**config.mk**
```make
export PLATFORM = sky130hd
export DESIGN_NAME = olie_ctrl
export DESIGN_NICKNAME = d
export VERILOG_FILES = /design/src/olie_pkg.sv /design/src/olie_ctrl.sv
export SDC_FILE = /design/constraint.sdc
export NUM_CORES = 1
export LEC_CHECK = 0
export BUFFER_PORTS_ARGS = -buffer_cell sky130_fd_sc_hd__buf_4
export CORE_AREA = 5 5 42 44
export CTS_CLUSTER_SIZE = 12
export DETAILED_ROUTE_END_ITERATION = 16
export DIE_AREA = 0 0 47 49
export PLACE_DENSITY = 0.58
export RECOVER_POWER = 25
export SLEW_MARGIN = 15
export SYNTH_ARGS = -nofsm -noshare
export SYNTH_HDL_FRONTEND = slang
export SYNTH_SLANG_ARGS = --single-unit
```
**constraint.sdc**
```tcl
create_clock -name clk -period 0.9 [get_ports clk]
set_input_delay 0.135 -clock clk [delete_from_list [all_inputs] [get_ports clk]]
set_output_delay 0.135 -clock clk [all_outputs]
set_load 0.05 [all_outputs]
```
**src/olie_pkg.sv**
```systemverilog
// ----------------------------------------------------------------------------
// olie_pkg
// Shared types and constants for the ordered list insert/extract unit.
// ----------------------------------------------------------------------------
package olie_pkg;

    localparam int OLIE_DEPTH_DEFAULT = 64;

    localparam int OP_W    = 4;
    localparam int POS_W   = 7;
    localparam int VALUE_W = 32;
    localparam int SIZE_W  = 16;
    localparam int CAP_W   = 7;
    localparam int LEN_W   = 7;

    localparam logic [CAP_W-1:0] CAP_RESET = 7'd64;

    typedef enum logic [OP_W-1:0] {
        OP_INS_FIRST = 4'd0,
        OP_INS_LAST  = 4'd1,
        OP_INS_AT    = 4'd2,
        OP_EXT_FIRST = 4'd3,
        OP_EXT_LAST  = 4'd4,
        OP_EXT_AT    = 4'd5,
        OP_RD_FIRST  = 4'd6,
        OP_RD_LAST   = 4'd7,
        OP_RD_AT     = 4'd8,
        OP_CLEAR     = 4'd9
    } op_t;

    typedef enum logic [1:0] {
        ST_OK    = 2'd0,
        ST_FULL  = 2'd1,
        ST_RANGE = 2'd2,
        ST_NULL  = 2'd3
    } status_t;

    typedef enum logic [1:0] {
        POS_ZERO,
        POS_COUNT,
        POS_LAST,
        POS_REQ
    } pos_src_t;

    typedef enum logic {
        S_IDLE,
        S_EXEC
    } ctrl_state_t;

    typedef struct packed {
        logic       load_req;
        pos_src_t   pos_src;
        logic       ins_en;
        logic       ext_en;
        logic       clr_en;
        logic       take_entry;
        logic       res_load;
        status_t    res_status;
    } olie_cmd_t;

    typedef struct packed {
        logic [OP_W-1:0] op;
        logic            full;
        logic            null_val;
        logic            pos_gt_count;
        logic            pos_ge_count;
    } olie_flags_t;

endpackage

```
**src/olie_ctrl.sv**
```systemverilog
// ----------------------------------------------------------------------------
// olie_ctrl
// Request sequencing, op decode and check ordering for the list datapath.
// ----------------------------------------------------------------------------
module olie_ctrl (
    input  logic                  clk,
    input  logic                  rst_n,
    input  logic                  in_valid,
    output logic                  in_stall,
    output logic                  out_valid,
    input  logic                  out_stall,
    input  olie_pkg::olie_flags_t flags,
    output olie_pkg::olie_cmd_t   cmd
);
    import olie_pkg::*;

    ctrl_state_t state_reg;
    ctrl_state_t state_next;
    logic        out_valid_reg;
    logic        out_valid_next;
    logic        go;

    assign go = (state_reg == S_EXEC) && (!out_valid_reg || !out_stall);

    always_comb
    begin
        state_next = state_reg;
        unique case (state_reg)
            S_IDLE:
            begin
                if (in_valid)
                begin
                    state_next = S_EXEC;
                end
            end
            S_EXEC:
            begin
                if (go)
                begin
                    state_next = S_IDLE;
                end
            end
            default: state_next = S_IDLE;
        endcase
    end

    always_comb
    begin
        out_valid_next = out_valid_reg;
        if (go)
        begin
            out_valid_next = 1'b1;
        end
        else if (out_valid_reg && !out_stall)
        begin
            out_valid_next = 1'b0;
        end
    end

    always_comb
    begin
        cmd            = '0;
        cmd.pos_src    = POS_REQ;
        cmd.res_status = ST_OK;
        cmd.load_req   = (state_reg == S_IDLE) && in_valid;
        cmd.res_load   = go;
        in_stall       = (state_reg != S_IDLE);
        out_valid      = out_valid_reg;

        unique case (flags.op)
            OP_INS_FIRST, OP_INS_LAST, OP_INS_AT:
            begin
                if (flags.op == OP_INS_FIRST)
                begin
                    cmd.pos_src = POS_ZERO;
                end
                else if (flags.op == OP_INS_LAST)
                begin
                    cmd.pos_src = POS_COUNT;
                end
                if (flags.full)
                begin
                    cmd.res_status = ST_FULL;
                end
                else if (flags.null_val)
                begin
                    cmd.res_status = ST_NULL;
                end
                else if (flags.pos_gt_count)
                begin
                    cmd.res_status = ST_RANGE;
                end
                else
                begin
                    cmd.ins_en = go;
                end
            end
            OP_EXT_FIRST, OP_EXT_LAST, OP_EXT_AT,
            OP_RD_FIRST, OP_RD_LAST, OP_RD_AT:
            begin
                if (flags.op == OP_EXT_FIRST || flags.op == OP_RD_FIRST)
                begin
                    cmd.pos_src = POS_ZERO;
                end
                else if (flags.op == OP_EXT_LAST || flags.op == OP_RD_LAST)
                begin
                    cmd.pos_src = POS_LAST;
                end
                if (flags.pos_ge_count)
                begin
                    cmd.res_status = ST_RANGE;
                end
                else
                begin
                    cmd.take_entry = 1'b1;
                    cmd.ext_en     = go && (flags.op == OP_EXT_FIRST ||
                                            flags.op == OP_EXT_LAST ||
                                            flags.op == OP_EXT_AT);
                end
            end
            OP_CLEAR:
            begin
                cmd.clr_en = go;
            end
            default:
            begin
                cmd.res_status = ST_OK;
            end
        endcase
    end

    always_ff @(posedge clk or negedge rst_n)
    begin
        if (!rst_n)
        begin
            state_reg     <= S_IDLE;
            out_valid_reg <= 1'b0;
        end
        else
        begin
            state_reg     <= state_next;
            out_valid_reg <= out_valid_next;
        end
    end

endmodule

```
==> metrics.md <==
| Metric | Value |
|---|---|
| Maximum number of buffers from clock root to sink | `2` |
| CP Max Fanout | `3` |
| Synthesized Nets | `43` |
| Biggest area contributors in the synthesized netlist | `dfrtp_1 (22%), nor2_1 (6.5%), nor2b_1 (5.4%), nor4_1 (5.4%), mux2_2 (4.8%)` |
| Worst slew margin | `0.831` |
| Clock tree from TritonCTS | `yes` |
| Antenna violations before repair | `0` |
| Post-synthesis cell type count | `22` |
| Wire length of the first global-routing pass | `between 1500 and 2000 µm` |
| Total negative slack | `-3.81 ns` |
| Floorplan die width | `between 40 and 50 µm` |
| Count of yosys warnings during synthesis | `0` |
| Startpoint type of the worst setup path | `register` |
| Final max-slew violation count | `0` |
| Critical path required time | `0.76 ns` |
| Detail-routed via count per cell | `4.56` |
| Total iterations of the first detailed-routing run | `4` |
| Violations in the final reports | `negative setup slack` |
| Top Ports | `24` |
| Total Nets Final | `86` |
| Port Buf Inserts | `23` |
| Number of violations of the max-capacitance limit | `0` |
| Average routed wire per standard cell | `between 10 and 15 µm` |
| Syn-to-layout area delta | `256%` |
| Setup Viol. Count Final | `14` |
| Leakage Power | `0.375 nW` |
| Starting density of the core | `0.166` |
| Pin count of the biggest net entering global routing | `5` |
| Clock root buffer | `clkbuf_4` |
| CTS H-Tree Depth | `1` |
| Final routed wirelength across all metal layers | `about 1000 µm` |
| Proportion of layout cells with a drive suffix above 1 | `0.861` |
| Final Worst Setup Slack | `-0.478 ns` |
| Tcrit/Tclk final | `1.53` |
| Transition time at the pin with the least slew margin | `approximately 0.25 ns` |
| Avg Inst Size Synth | `roughly 7.5 µm²` |
| Highest clock frequency the design can meet | `between 0.7 and 0.8 GHz` |
| # DRC | `0` |
| Final clock skew | `about 0.0007 ns` |
| Total track usage | `0.0987` |
| Number of DRC markers after the initial detailed-route iteration | `2` |
| Dpl hpwl | `approximately 800 µm` |
| TritonCTS buffer count | `3` |
| Minimum hold slack | `~0.15 ns` |
| Hold Fails Final Rpt | `0` |
| Worst hold path type | `primary input to register` |
| Synthesized instance count | `31` |
| Shortest clock period the worst path allows after layout | `1.38 ns` |
| Post-synthesis instance area | `about 230 µm²` |
| Proportion of synthesized chip area in sequential cells | `0.215` |
| Setup repair after global routing missed its margin | `yes` |
| Synthesized flop and latch total | `2` |
| Ant. Diodes | `0` |
| Startpoint-to-endpoint class of the critical path | `register to output port` |
| Rows | `14` |
| Floorplan core area | `between 1000 and 1500 µm²` |
| Clock-pin slew reported for the worst setup and hold paths after clock tree synthesis | `~0.030 ns` |
| Setup crit end kind | `output port` |
| Number of vias after detailed routing | `401` |
| Height of the die | `~49 µm` |
| Post-synth top area cell | `dfrtp_1` |
| Power Density | `between 2000 and 2500 nW/µm²` |
| Clk sinks | `2` |
| Synth top area share | `0.215` |
| Vias in the first global route | `roughly 420` |
| Worst-skew pair later-pin latency | `roughly 0.22 ns` |
| Die area | `between 2000 and 2500 µm²` |
| Routability cong. | `0.691` |
| Routed Antenna Nets | `0` |
| Maximum vdd ir drop | `between 1 and 1.5 mV` |
| Sum of overflow across all layers after global routing | `0` |
| Worst endpoint data arrival time | `around 1.2 ns` |
| Run status | `complete, but fails checks` |
what timing repair did:
action / CTS / global route
endpoints found under the setup margin: 13 / 14
hold buffers: 1 / 0
pin swaps: 8 / 5
buffers inserted: 4 / 1
endpoints found under the hold margin: 2 / 0
gates resized for setup: 39 / 8
kinds of logic after synthesis:
group                  count (synthesis)  synth area share
and+or+nand+nor                       19             0.479
AOI/OAI and AO/OA                      6             0.194
buffers and inverters                  3            0.0645
DFF                                    2             0.215
muxes                                  1            0.0484
where the power goes:
part           internal (W)  total, W  switching [W]
Sequential         0.000144  0.000189      0.0000453
Combinational      0.000721   0.00142       0.000700
Clock              0.000147  0.000193      0.0000461
Total               0.00101   0.00180       0.000791
metrics by stage:
| step | cell area, µm² | total power (W) | util | cells | worst slack, ns |
|---|---|---|---|---|---|
| 6_report | 828 | 0.00180 | 0.591 | 88 | -0.478 |
| 5_1_grt | 828 | 0.00189 | 0.591 | 88 | -0.545 |
| 4_1_cts | 788 | 0.00172 | 0.563 | 87 | -0.480 |
| 3_5_place_dp | 582 | 0.00118 | 0.415 | 79 | -0.467 |
| 3_3_place_gp | 582 | 0.00117 | 0.415 | 79 | -0.444 |
| 2_1_floorplan | 313 | 0.000793 | - | 31 | -0.627 |
cells in the mapped netlist (all sizes together):
master and instances:
a21oi 1, nor2b 2, nor2 4, or4b 1, dfrtp 2, a22o 1, nor3 1, inv 2
nand2 3, nand2b 1, or3b 1, o21a 1, nand3b 1, nor4 2, mux2 1, a211o 1
o21ai 2, or3 1, and2b 1, buf 1, or2 1
placed cells by master (no fill, tap or decap), drive strengths merged, types with 2 or more instances in the layout:
cell and instances:
nor4 2, inv 2, nand2 3, nor2b 2
buf 37, o21ai 2, nor2 4, clkbuf 4
dfrtp 2
worst paths after layout:
path                             end       from  slack, ns  cells after the start
max in group asynchronous  out_valid      rst_n       0.51                      2
hold reg to reg             in_stall   in_stall       0.72                      3
setup / recovery              cmd[6]  out_valid      -0.48                      5
min in group asynchronous   in_stall      rst_n       0.24                      2
hold / removal              in_stall   in_valid       0.15                      2
setup reg to reg            in_stall   in_stall      -0.04                      3
critical path, cell delays in order (launching register included):
cell	delay, ns
dfrtp_2	0.40
nand2_2	0.09
nand2_4	0.08
buf_12	0.13
nor4_4	0.14
buf_6	0.20
cell type report:
cell class | instances | area, µm²
Timing Repair Buffer | 39 | 432
Clock buffer | 3 | 22.5
Sequential cell | 2 | 52.6
Tap cell | 16 | 20.0
Inverter | 2 | 10.0
Fill cell | 128 | 573
Multi-Input combinational cell | 26 | 292
per-layer routing:
metal	wire [µm]	share of wire	track usage	vias to the layer above
met1	302	0.29	0.0837	193
met2	652	0.62	0.183	15
met3	90	0.086	0.0332	0
li1	-	-	-	193
met4	0	0	0.0553	0
met5	0	0	0	-
Power figures use the tool's default switching activity.
